[config.mk]
export PLATFORM = sky130hd
export DESIGN_NAME = ws_mqtt_inbound_parser
export DESIGN_NICKNAME = d
export VERILOG_FILES = /design/src/rtl/wmip_pkg.sv /design/src/rtl/wmip_acc.sv /design/src/rtl/ws_mqtt_inbound_parser.sv
export SDC_FILE = /design/constraint.sdc
export NUM_CORES = 1
export LEC_CHECK = 0
export BUFFER_PORTS_ARGS = -buffer_cell sky130_fd_sc_hd__buf_2
export CAP_MARGIN = 10
export CELL_PAD_IN_SITES_DETAIL_PLACEMENT = 1
export CELL_PAD_IN_SITES_GLOBAL_PLACEMENT = 1
export CORE_ASPECT_RATIO = 1.2
export CORE_MARGIN = 4
export CORE_UTILIZATION = 35
export CTS_CLUSTER_SIZE = 28
export DETAILED_ROUTE_END_ITERATION = 6
export PLACE_DENSITY_LB_ADDON = 0.1
export SLEW_MARGIN = 25
export SYNTH_ARGS = -nofsm -noshare
export SYNTH_HDL_FRONTEND = slang
export SYNTH_SLANG_ARGS = --single-unit
[constraint.sdc]
create_clock -name clk -period 5.4 [get_ports clk]
set_clock_uncertainty 0.2 [all_clocks]
set_input_delay 0.27 -clock clk [delete_from_list [all_inputs] [get_ports clk]]
set_output_delay 0.27 -clock clk [all_outputs]
set_load 0.01 [all_outputs]
[src/rtl/wmip_pkg.sv]
package wmip_pkg;

    // Default receive buffer depth in bytes.
    localparam int RX_DEPTH_DEF = 16;

    // Width of the WebSocket frame length and its down-counter.
    localparam int LEN_W = 64;

    // Result event codes.
    localparam logic [2:0] EV_NONE        = 3'd0;
    localparam logic [2:0] EV_CONNACK_OK  = 3'd1;
    localparam logic [2:0] EV_CONNACK_BAD = 3'd2;
    localparam logic [2:0] EV_PINGRESP    = 3'd3;
    localparam logic [2:0] EV_OTHER       = 3'd4;

    // MQTT control packet types (upper nibble of the first byte).
    localparam logic [3:0] PKT_CONNACK  = 4'h2;
    localparam logic [3:0] PKT_PINGRESP = 4'hD;

    // WebSocket opcodes whose payload carries MQTT bytes.
    localparam logic [3:0] OP_TEXT   = 4'h1;
    localparam logic [3:0] OP_BINARY = 4'h2;

    // Seven-bit length code that announces a 16-bit extended length.
    localparam logic [6:0] LEN7_EXT16 = 7'd126;

    // Extended length byte counts.
    localparam logic [3:0] EXT_NONE = 4'd0;
    localparam logic [3:0] EXT_16   = 4'd2;
    localparam logic [3:0] EXT_64   = 4'd8;

    // Return code reported when the CONNACK is too short to carry one.
    localparam logic [7:0] RC_SHORT = 8'hFF;

    // Frame header progress codes.
    localparam logic [1:0] HDR_FIRST  = 2'd0;
    localparam logic [1:0] HDR_SECOND = 2'd1;
    localparam logic [1:0] HDR_BODY   = 2'd2;

    // What the accumulator reports for one fed byte.
    typedef struct packed {
        logic [2:0] event_code;
        logic [7:0] code;
    } acc_res_t;

endpackage

[src/rtl/wmip_acc.sv]
module wmip_acc #(
    parameter int RX_DEPTH = wmip_pkg::RX_DEPTH_DEF
) (
    input  logic              clk,
    input  logic              rst_n,
    input  logic              feed,
    input  logic [7:0]        feed_byte,
    output wmip_pkg::acc_res_t res
);

    localparam int CNT_W = $clog2(RX_DEPTH + 1);

    logic [CNT_W-1:0] count_reg;
    logic [CNT_W-1:0] count_next;
    logic [7:0]       bytes_reg [4];
    logic [7:0]       bytes_next [4];
    logic [8:0]       total;
    logic             complete;

    // Store the byte while there is room and check for a whole packet.
    always_comb
    begin
        bytes_next = bytes_reg;
        count_next = count_reg;
        res.event_code = wmip_pkg::EV_NONE;
        res.code = 8'd0;
        if (count_reg < CNT_W'(RX_DEPTH))
        begin
            if (count_reg < CNT_W'(4))
            begin
                bytes_next[count_reg[1:0]] = feed_byte;
            end
            count_next = count_reg + CNT_W'(1);
        end
        total = 9'd2 + {1'b0, bytes_next[1]};
        complete = (count_next >= CNT_W'(2)) && (9'(count_next) >= total);
        if (complete)
        begin
            if (bytes_next[0][7:4] == wmip_pkg::PKT_CONNACK)
            begin
                res.code = (bytes_next[1] >= 8'd2) ? bytes_next[3] : wmip_pkg::RC_SHORT;
                res.event_code = (res.code == 8'd0) ? wmip_pkg::EV_CONNACK_OK
                                                    : wmip_pkg::EV_CONNACK_BAD;
            end
            else if (bytes_next[0][7:4] == wmip_pkg::PKT_PINGRESP)
            begin
                res.event_code = wmip_pkg::EV_PINGRESP;
            end
            else
            begin
                res.event_code = wmip_pkg::EV_OTHER;
            end
            count_next = '0;
        end
    end

    // Fill count.
    always_ff @(posedge clk or negedge rst_n)
    begin
        if (!rst_n)
        begin
            count_reg <= '0;
        end
        else if (feed)
        begin
            count_reg <= count_next;
        end
    end

    // Packet head bytes carry no reset.
    always_ff @(posedge clk)
    begin
        if (feed)
        begin
            bytes_reg <= bytes_next;
        end
    end

    // The fill count never passes the buffer depth.
    assert property (@(posedge clk) disable iff (!rst_n)
        count_reg <= CNT_W'(RX_DEPTH))
        else $error("accumulator fill count beyond depth");

endmodule

[src/rtl/ws_mqtt_inbound_parser.sv]
// Inbound byte parser for an MQTT client over raw TCP or WebSocket.
// Input channel: one received byte per item (in_valid, in_stall, data_byte).
// Output channel: exactly one result item per input item (out_valid,
// out_stall, event_res, ack_code, frame_done). event_res is nonzero on
// the byte that completes an MQTT packet; frame_done marks the byte that
// ends a WebSocket frame.
// Configuration: websocket_mode is written over cfg_valid/cfg_ready; the
// user must do so only while the block is idle; the block does not enforce
// it. cfg_ready is always high. A byte's result is registered at the edge
// that accepts it. Throughput is one byte per cycle while the receiver
// does not stall, set by the single result register; the frame length
// down-counter and packet check are both combinational. When the receiver
// stalls a valid result, the result register holds and in_stall rises in
// the same cycle, so no byte is taken until the result is delivered. Reset
// clears parse state, selects raw mode and empties the output.
module ws_mqtt_inbound_parser #(
    parameter int RX_DEPTH = wmip_pkg::RX_DEPTH_DEF
) (
    input  logic       clk,
    input  logic       rst_n,
    input  logic       in_valid,
    output logic       in_stall,
    input  logic [7:0] data_byte,
    input  logic       cfg_valid,
    output logic       cfg_ready,
    input  logic       websocket_mode,
    output logic       out_valid,
    input  logic       out_stall,
    output logic [2:0] event_res,
    output logic [7:0] ack_code,
    output logic       frame_done
);

    localparam int LW = wmip_pkg::LEN_W;

    logic          mode_reg;
    logic [1:0]    hdr_reg;
    logic [1:0]    hdr_next;
    logic [3:0]    opcode_reg;
    logic [3:0]    opcode_next;
    logic [3:0]    ext_need_reg;
    logic [3:0]    ext_need_next;
    logic [3:0]    ext_cnt_reg;
    logic [3:0]    ext_cnt_next;
    logic [LW-1:0] remain_reg;
    logic [LW-1:0] remain_next;
    logic [LW-1:0] shifted;
    logic [6:0]    len7;
    logic          done;
    logic          feed;
    logic          accept;
    logic          out_valid_reg;
    logic [2:0]    event_reg;
    logic [7:0]    code_reg;
    logic          done_reg;
    wmip_pkg::acc_res_t acc_res;

    // Handshakes.
    assign cfg_ready = 1'b1;
    assign in_stall  = out_valid_reg && out_stall;
    assign accept    = in_valid && !in_stall;

    // Configuration register.
    always_ff @(posedge clk or negedge rst_n)
    begin
        if (!rst_n)
        begin
            mode_reg <= 1'b0;
        end
        else if (cfg_valid && cfg_ready)
        begin
            mode_reg <= websocket_mode;
        end
    end

    // Frame deframer: in WebSocket mode header, extended length, then payload countdown; raw mode feeds every byte.
    always_comb
    begin
        hdr_next      = hdr_reg;
        opcode_next   = opcode_reg;
        ext_need_next = ext_need_reg;
        ext_cnt_next  = ext_cnt_reg;
        remain_next   = remain_reg;
        done          = 1'b0;
        feed          = 1'b0;
        len7          = data_byte[6:0];
        shifted       = {remain_reg[LW-9:0], data_byte};
        if (!mode_reg)
        begin
            feed = 1'b1;
        end
        else if (hdr_reg == wmip_pkg::HDR_FIRST)
        begin
            opcode_next = data_byte[3:0];
            hdr_next    = wmip_pkg::HDR_SECOND;
        end
        else if (hdr_reg == wmip_pkg::HDR_SECOND)
        begin
            hdr_next     = wmip_pkg::HDR_BODY;
            ext_cnt_next = 4'd0;
            remain_next  = '0;
            if (len7 < wmip_pkg::LEN7_EXT16)
            begin
                remain_next   = LW'(len7);
                ext_need_next = wmip_pkg::EXT_NONE;
                if (len7 == 7'd0)
                begin
                    hdr_next = wmip_pkg::HDR_FIRST;
                    done     = 1'b1;
                end
            end
            else if (len7 == wmip_pkg::LEN7_EXT16)
            begin
                ext_need_next = wmip_pkg::EXT_16;
            end
            else
            begin
                ext_need_next = wmip_pkg::EXT_64;
            end
        end
        else if (ext_need_reg != wmip_pkg::EXT_NONE)
        begin
            remain_next  = shifted;
            ext_cnt_next = ext_cnt_reg + 4'd1;
            if (ext_cnt_next >= ext_need_reg)
            begin
                ext_need_next = wmip_pkg::EXT_NONE;
                if (shifted == '0)
                begin
                    hdr_next = wmip_pkg::HDR_FIRST;
                    done     = 1'b1;
                end
            end
        end
        else
        begin
            // Payload byte: only text and binary frames carry MQTT.
            feed = (opcode_reg == wmip_pkg::OP_BINARY) || (opcode_reg == wmip_pkg::OP_TEXT);
            remain_next = remain_reg - LW'(1);
            if (remain_reg <= LW'(1))
            begin
                hdr_next = wmip_pkg::HDR_FIRST;
                done     = 1'b1;
            end
        end
    end

    // Deframer state.
    always_ff @(posedge clk or negedge rst_n)
    begin
        if (!rst_n)
        begin
            hdr_reg      <= wmip_pkg::HDR_FIRST;
            opcode_reg   <= 4'd0;
            ext_need_reg <= wmip_pkg::EXT_NONE;
            ext_cnt_reg  <= 4'd0;
            remain_reg   <= '0;
        end
        else if (accept)
        begin
            hdr_reg      <= hdr_next;
            opcode_reg   <= opcode_next;
            ext_need_reg <= ext_need_next;
            ext_cnt_reg  <= ext_cnt_next;
            remain_reg   <= remain_next;
        end
    end

    // MQTT packet accumulator.
    wmip_acc #(
        .RX_DEPTH(RX_DEPTH)
    ) u_acc (
        .clk      (clk),
        .rst_n    (rst_n),
        .feed     (accept && feed),
        .feed_byte(data_byte),
        .res      (acc_res)
    );

    // Result register.
    always_ff @(posedge clk or negedge rst_n)
    begin
        if (!rst_n)
        begin
            out_valid_reg <= 1'b0;
        end
        else if (!in_stall)
        begin
            out_valid_reg <= in_valid;
        end
    end

    always_ff @(posedge clk)
    begin
        if (accept)
        begin
            event_reg <= feed ? acc_res.event_code : wmip_pkg::EV_NONE;
            code_reg  <= feed ? acc_res.code : 8'd0;
            done_reg  <= done;
        end
    end

    assign out_valid  = out_valid_reg;
    assign event_res  = event_reg;
    assign ack_code   = code_reg;
    assign frame_done = done_reg;

    // Header progress never takes the unused code.
    assert property (@(posedge clk) disable iff (!rst_n)
        hdr_reg != 2'd3)
        else $error("frame header progress out of range");

    // A return code only travels with a CONNACK event.
    assert property (@(posedge clk) disable iff (!rst_n)
        out_valid_reg && (event_reg != wmip_pkg::EV_CONNACK_OK)
            && (event_reg != wmip_pkg::EV_CONNACK_BAD) |-> code_reg == 8'd0)
        else $error("return code without CONNACK");

    // Accepted CONNACK means a zero code, refused a nonzero one.
    assert property (@(posedge clk) disable iff (!rst_n)
        out_valid_reg && (event_reg == wmip_pkg::EV_CONNACK_BAD) |-> code_reg != 8'd0)
        else $error("refused CONNACK with zero code");

endmodule

Word-level counts from Yosys, hierarchy flattened
Cells that the tools add are included.
Cells by class
  multiply operators: 0
  equal/unequal tests: 8
  divide/modulo/power cells: 0
  bitwise logic cells: 3
  shift operators: 0
  $add $sub $neg: 4
  reductions and logical operators: 24
  mux-type cells: 40
  order comparisons: 10
Operators by type and width (count)
  64-bit two-way mux: 2
  64-bit by 1-bit <= comparator with 1-bit output (second input constant): 1
  64-bit zero test: 1
  32-bit two-way mux: 2
  64-bit by 1-bit subtractor with 64-bit output (second input constant): 1
  32-bit bitwise mux: 1
  4-bit two-way mux: 7
  2-bit two-way mux: 9
  8-bit demux with 2-bit select: 1
  8-bit two-way mux: 2
  3-bit AND reduction: 4
  1-bit two-way mux: 11
  5-bit two-way mux: 2
  5-bit AND reduction: 2
  2-bit by 8-bit adder with 9-bit output (first input constant): 1
  5-bit by 9-bit >= comparator with 1-bit output: 1
  4-bit by 2-bit == test with 1-bit output (second input constant): 2
  8-bit by 2-bit >= comparator with 1-bit output (second input constant): 1
  8-bit zero test: 1
  4-bit by 3-bit inequality test with 1-bit output (second input constant): 2
  4-bit nonzero test: 2
  7-bit == test (second input constant): 1
  7-bit zero test: 1
  7-bit less-than comparator (second input constant): 1
  23 further kinds: 30
Word-level totals
  logic and storage cells: 105
  register bits after elaboration: 129
  memory bits (writable): 0
  memories: 0
  latch bits: 0
  memory bits (read-only): 0
  output and inout port bits: 15
  bits of input ports: 14

Longest topological paths before layout
Gate-level depths: netlist of run 1.
  depth in word-level cells: 13
  depth in mapped cells: 15
  gate-level depth less buffers: 13

Modules after synthesis
Synthesis of run 1 repeated with hierarchy kept, for this count alone.
Unflattened totals
  cells, all modules: 793
  area, all modules: 7273.2 um^2
By module, submodules not included
  ws_mqtt_inbound_parser: area each 5464.0 um^2, times used 1, seq. area each 2312.2 um^2, cells an instance 637
  wmip_acc: area each 1809.2 um^2, times used 1, seq. area each 725.7 um^2, cells an instance 156

Least setup slack after synthesis of run 1
No wires, ideal clock.
  kind: reg2reg
  start point: register u_acc.count_reg[1]
  end point: register code_reg[0], in the netlist ack_code[0], data pin
  path slack: 1.534 ns
  arrival time: 3.513 ns
  period minus slack after synthesis: 3.866 ns
  stages on the path, launching flop included: 14
  data required time: 5.048 ns
  path through: dfrtp_1 -> inv_1 -> ha_1 -> or4b_2 -> clkbuf_1 -> clkbuf_1 -> mux2_2 -> ha_1 -> a31oi_1 -> a41oi_1 -> or4_1 -> a211oi_2 -> nand3_1 -> a21oi_1
RTL lines
  start: declaration: line wmip_acc.sv:13  | logic [CNT_W-1:0] count_reg;
  start signal: assignment: line wmip_acc.sv:66  | count_reg <= count_next;
  end signal: assignment: line ws_mqtt_inbound_parser.sv:198  | code_reg <= feed ? acc_res.code : 8'd0;
  end: declaration: line ws_mqtt_inbound_parser.sv:54  | logic [7:0] code_reg;

==> metrics.txt, run 1 <==
clock latency on the worst-skew pair=around 0.42 ns; Die ar.=approximately 22000 sq um; Post-synth EDFFs=32; synthesized instance count=around 760; global route hottest layer=met2; setup total negative slack=0 ns; Final Critical Period=roughly 4.3 ns; Max VDD drop=about 0.00025 V; met3 Use GR=0.0343; YS warnings=0; Slew Limit Fails=0; Post-synth top flop=dfrtp_1; crit-path max FO=15; syn nets=789; Tot GR Track Use=0.204; Die W=~140 um; grt met1 use=0.247; routability cong.=0.808; Iter 0 DRT Violations=around 260; Compound-Gate Fraction of Synth Area=0.226; crit path to=ack_code[6]$_SDFFCE_PN0P_; Area Growth Syn to Fin=15.2%; largest net degree at the start of global routing=72; total CTS buffers=17; Post-synth ARST share=0.722; synthesized area=6840 sq um; Core Region=between 15000 and 20000 sq um; Clock Path Buffers=2; placed cell count=about 1000; Netlist cell types=just under 70; outcome=finished clean; syn avg cell area=8.98 sq um; worst r2r dst=ack_code[6]$_SDFFCE_PN0P_; fin nets=800; share of cells above drive strength 1=0.129; CTS Hold Bufs=5; Worst R2R Path Depth=11; antenna-violating nets left=0; Seq/Total Area, Yosys=0.444; Filler Cell Count=roughly 2200; post-synthesis adder-cell area fraction=0.0256; PD cells=about 510 nW/um^2; Layout Utilization=0.413; most common cell after layout, fill and taps aside=nand2_1; # IOs=29; drt drc=0; multiplexer share of the synthesized area=0.0392; Max Freq=around 230 MHz; IO Port Bufs=27; Final Hold Fails=0; Leak=3.19 nW; # rows=55; Hold WC Path Type=input pin to flop; H-Tree Depth=4; Place WS=1.09 ns; CP endpoint kind=flop; vias per cell=a little under 6; Worst-Margin Slew=0.938 ns; Pre-antenna DRT Iters=4; largest family of logic cells by synthesized area=compound AO/OA/AOI/OAI gates; final setup vio count=0; Die Ht=approximately 160 um; CP startpoint=u_acc.count_reg[1]$_DFFE_PN0P_; CTS-repair resized insts=0; diode count=0; Post-Route WL=21900 um; Final period util=0.793; clock tree from TritonCTS=built; vias in the first global route=between 6000 and 7000; GR Overflow Total=0; wire per inst=around 21 um; crit path launch type=flop; RSZ-0062 raised after global routing=false; commonest cells after routing, fill and taps aside=nand2_1, dfrtp_1, o21ai_0, nor2_1, a21oi_1; reg2reg start=u_acc.count_reg[1]$_DFFE_PN0P_; Post-DP HPWL=14900 um; Final WS setup=around 1.1 ns; crit path DAT=around 4.4 ns; WHS=approximately 0.056 ns; CP required=about 5.5 ns; via count=6102; Worst R2R Setup Slack=between 1 and 1.5 ns; post-synthesis register bit count=~120; Synth Area in XOR/XNOR=0.0154; post-CTS setup buffers=0; M2 GR Usage=0.373; max_cap viols=0; antenna violations before repair=0; Setup CP Type=flop to flop; Largest register FFs=64; final std cells w/o fill=1041; share of synthesized cell area in and, or, nand and nor gates=0.202; initial core utilization=0.359; root buffer cell=clkbuf_16; clk slew on worst S/H paths=0.07 ns; CTS Sinks=115; Slew HR=0.371; first-pass GRT wire length=35400 um
critical path, stage by stage (launching register included):
cell and delay, ns:
dfrtp_1 0.41, inv_1 0.11, ha_1 0.15, or4b_2 0.79, mux2_2 0.37, ha_1 0.27, a31oi_1 0.19, a41oi_1 0.06
or4_1 0.44, a211oi_2 0.52, nand3_1 0.37, a21oi_1 0.25
final cells by class:
| cell class | count | area (sq um) | share of cell area |
|---|---|---|---|
| Clock buffer | 17 | 425 | 0.0540 |
| Clock inverter | 15 | 195 | 0.0248 |
| Inverter | 29 | 109 | 0.0138 |
| Multi-Input combinational cell | 562 | 3490 | 0.443 |
| Sequential cell | 115 | 3040 | 0.386 |
| Tap cell | 256 | 320 | 0.0407 |
| Timing Repair Buffer | 47 | 300 | 0.0381 |
per-stage QoR:
stage / power, W / area (sq um)
after floorplan: 0.00241 / 6840
after global placement: 0.00278 / 7200
after detailed placement: 0.00284 / 7200
after CTS: 0.00406 / 7870
after global routing: 0.00432 / 7870
final: 0.00404 / 7870
worst min-delay path by stage:
stage,from,endpoint,depth (start not counted)
6_report,data_byte[1],opcode_reg[1]$_DFFE_PN0P_,2
5_1_grt,data_byte[1],opcode_reg[1]$_DFFE_PN0P_,2
4_1_cts,data_byte[1],opcode_reg[1]$_DFFE_PN0P_,2
3_5_place_dp,rst_n,remain_reg[27]$_DFFE_PN0P_,1
3_3_place_gp,rst_n,remain_reg[27]$_DFFE_PN0P_,1
2_1_floorplan,rst_n,ext_cnt_reg[0]$_DFFE_PN0P_,0
cells in the mapped netlist (5+ instances only):
cell	n	area, sq um
nand2_1	84	315
dfrtp_1	83	2080
o21ai_0	83	415
clkbuf_1	48	180
nor2_1	47	176
a21oi_1	43	215
nor3_1	33	165
edfxtp_1	32	961
inv_1	28	105
nor4_1	23	144
nand3_1	19	95.1
or3_1	19	119
ha_1	14	175
mux2_2	14	158
a22o_1	13	114
a22oi_1	13	97.6
or4_1	13	97.6
mux2i_1	11	110
o211ai_1	10	75.1
a31oi_1	9	56.3
xnor2_1	9	78.8
nand2b_1	7	43.8
o311ai_0	7	61.3
a32oi_1	5	43.8
nand4_1	5	31.3
o41ai_1	5	43.8
or2_2	5	31.3
power breakdown:
| part | internal (W) | total (W) | leakage, nW | switching (W) |
|---|---|---|---|---|
| logic | 0.000549 | 0.00148 | 1.49 | 0.000935 |
| clock network | 0.000739 | 0.00120 | 0.298 | 0.000463 |
| registers | 0.00110 | 0.00135 | 1.41 | 0.000252 |
| total | 0.00239 | 0.00404 | 3.19 | 0.00165 |
metal layers:
layer | up-vias | part of all wire | wire length (um)
met1 | 3097 | 0.43 | 9490
met5 | - | 0 | 0
met2 | 81 | 0.52 | 11500
li1 | 2896 | - | -
met3 | 28 | 0.027 | 593
met4 | 0 | 0.014 | 306
logic make-up (layout without fill, tap and decap cells):
logic type / count (synthesis) / in the layout
AOI/OAI and AO/OA: 235 / 235
xor gates and xnor gates: 12 / 12
adders and majority gates: 14 / 14
buffers and inverters: 84 / 108
DFF: 115 / 115
muxes: 25 / 25
other: 1 / 1
and+or+nand+nor: 275 / 275
Power figures use the tool's default switching activity.
==> run 2: changes to the inputs <==
- clock period: 5.4 -> 3.43 ns (I/O delays scaled with it)
==> metrics.txt, run 2 (synthesis results as in run 1) <==
Hold WC Path Type=input pin to flop; antenna-violating nets left=0; vias per cell=5.81; CP startpoint=u_acc.count_reg[1]$_DFFE_PN0P_; largest net degree at the start of global routing=71; crit path DAT=between 3 and 4 ns; via count=6288; outcome=complete, but fails checks; GR Overflow Total=0; Post-Route WL=22800 um; crit path launch type=flop; final setup vio count=1; CP required=approximately 3.5 ns; antenna violations before repair=0; Die ar.=between 20000 and 25000 sq um; Hold Crit Start=data_byte[5]; most common cell after layout, fill and taps aside=nand2_1; share of cells above drive strength 1=0.184; Final Hold Fails=0; Final Critical Period=approximately 3.4 ns; RSZ-0062 raised after global routing=true; IO Port Bufs=27; CTS Sinks=115; # IOs=29; Area Growth Syn to Fin=21.3%; Pre-antenna DRT Iters=4; Post-DP HPWL=15700 um; Max Freq=between 200 and 300 MHz; fin nets=~840; H-Tree Depth=4; total CTS buffers=17; Die Ht=161 um; root buffer cell=clkbuf_16; clk slew on worst S/H paths=0.06 ns; Slew HR=0.346; Slew Limit Fails=0; Worst-Margin Slew=slightly below 1 ns; Die W=roughly 140 um; commonest cells after routing, fill and taps aside=nand2_1, dfrtp_1, o21ai_0, buf_4, nor2_1; multi-input logic area=between 3000 and 4000 sq um; Iter 0 DRT Violations=between 300 and 400; Final period util=1.01; first-pass GRT wire length=37800 um; clock latency on the worst-skew pair=0.43 ns; met1 WL=a little under 10000 um; Max VDD drop=between 0.0004 and 0.0005 V; max_cap viols=0; Clock Path Buffers=2; CP endpoint kind=flop; Setup CP Type=flop to flop; Place WS=-0.0880 ns; routability cong.=just over 0.8; vias in the first global route=between 6000 and 7000; clock tree from TritonCTS=built; Filler Cell Count=2223; total chip power=between 0.006 and 0.007 W; initial core utilization=0.359; Leak=between 3 and 4 nW; violated checks=setup timing; drt drc=0; Max Used Layer=met4; Core Region=19100 sq um; Tot GR Track Use=0.217; met2 routed WL=roughly 12000 um; register area=around 3000 sq um; Final WS setup=-0.0178 ns; routed wl met3=roughly 550 um; wire per inst=about 21 um; # rows=55; reg2reg start=u_acc.count_reg[1]$_DFFE_PN0P_; Largest register FFs=64; diode count=0; PD cells=about 820 nW/um^2; crit-path max FO=6
-- run 2: changes by cell type in the layout (fill, tap and decap cells not counted), moves of 3 or more --
cell           change
dlygate4sd3_1      +5
buf_4             +34
ha_1               -3
a21oi_1            -3
ha_4               +3
a21oi_2            +3
-- run 2: path summary, 6_finish.rpt --
kind / endpoint / cells past startpoint / slack [ns]
setup / recovery: u_acc.count_reg[0]$_DFFE_PN0P_ / 12 / -0.02
hold / removal: u_acc.bytes_reg[21]$_DFFE_PP_ / 2 / 0.04
setup reg to reg: u_acc.count_reg[0]$_DFFE_PN0P_ / 12 / -0.02
hold reg to reg: opcode_reg[3]$_DFFE_PN0P_ / 1 / 0.31
max in group asynchronous: remain_reg[8]$_DFFE_PN0P_ / 3 / 2.25
min in group asynchronous: remain_reg[25]$_DFFE_PN0P_ / 2 / 0.16
-- run 2: report_power, final --
group / total, W / switching [W] / internal (W)
registers: 0.00207 / 0.000340 / 0.00173
logic: 0.00298 / 0.00174 / 0.00124
clock network: 0.00174 / 0.000728 / 0.00101
total: 0.00679 / 0.00280 / 0.00398
-- run 2: routing by layer --
layer / vias up / global-route usage
met4: 0 / 0.0729
met3: 31 / 0.0346
met2: 86 / 0.394
li1: 2966 / -
met5: - / 0
met1: 3205 / 0.260
-- run 2: metrics by stage --
| step | area (sq um) | setup TNS (ns) | hold slack (ns) | std cells | utilization |
|---|---|---|---|---|---|
| final | 8290 | -0.0178 | 0.0420 | 1082 | 0.435 |
| after global routing | 8290 | -1.25 | 0.0607 | 1082 | 0.435 |
| after CTS | 8230 | -0.0801 | 0.00439 | 1079 | 0.432 |
| after detailed placement | 7450 | -0.517 | 0.183 | 1031 | 0.391 |
| after global placement | 7450 | 0 | 0.173 | 1031 | 0.391 |
| after floorplan | 6910 | -0.609 | -0.324 | 761 | - |
-- run 2: final cells by class --
type                            count  share of cell area
Multi-Input combinational cell    562               0.437
Clock inverter                     15              0.0175
Timing Repair Buffer               88              0.0762
Sequential cell                   115               0.366
Tap cell                          256              0.0386
Clock buffer                       17              0.0513
Inverter                           29              0.0131
-- run 2: repair_timing --
item / 4_1_cts / 5_1_grt
hold endpoints to repair: 74 / 0
pin swaps: 8 / 1
resized for setup: 10 / 3
hold buffers: 10 / 0
buffers inserted: 6 / 3
setup endpoints to repair: 9 / 16
-- run 2: critical path: stages (launching register included) --
cell and delay (ns):
dfrtp_1 0.39, inv_2 0.10, ha_4 0.14, or4b_4 0.51, buf_8 0.16, mux2_2 0.29
xnor2_2 0.15, ha_1 0.32, a21o_1 0.19, a31oi_4 0.17, a211oi_4 0.08, or4_1 0.57
o221ai_2 0.08
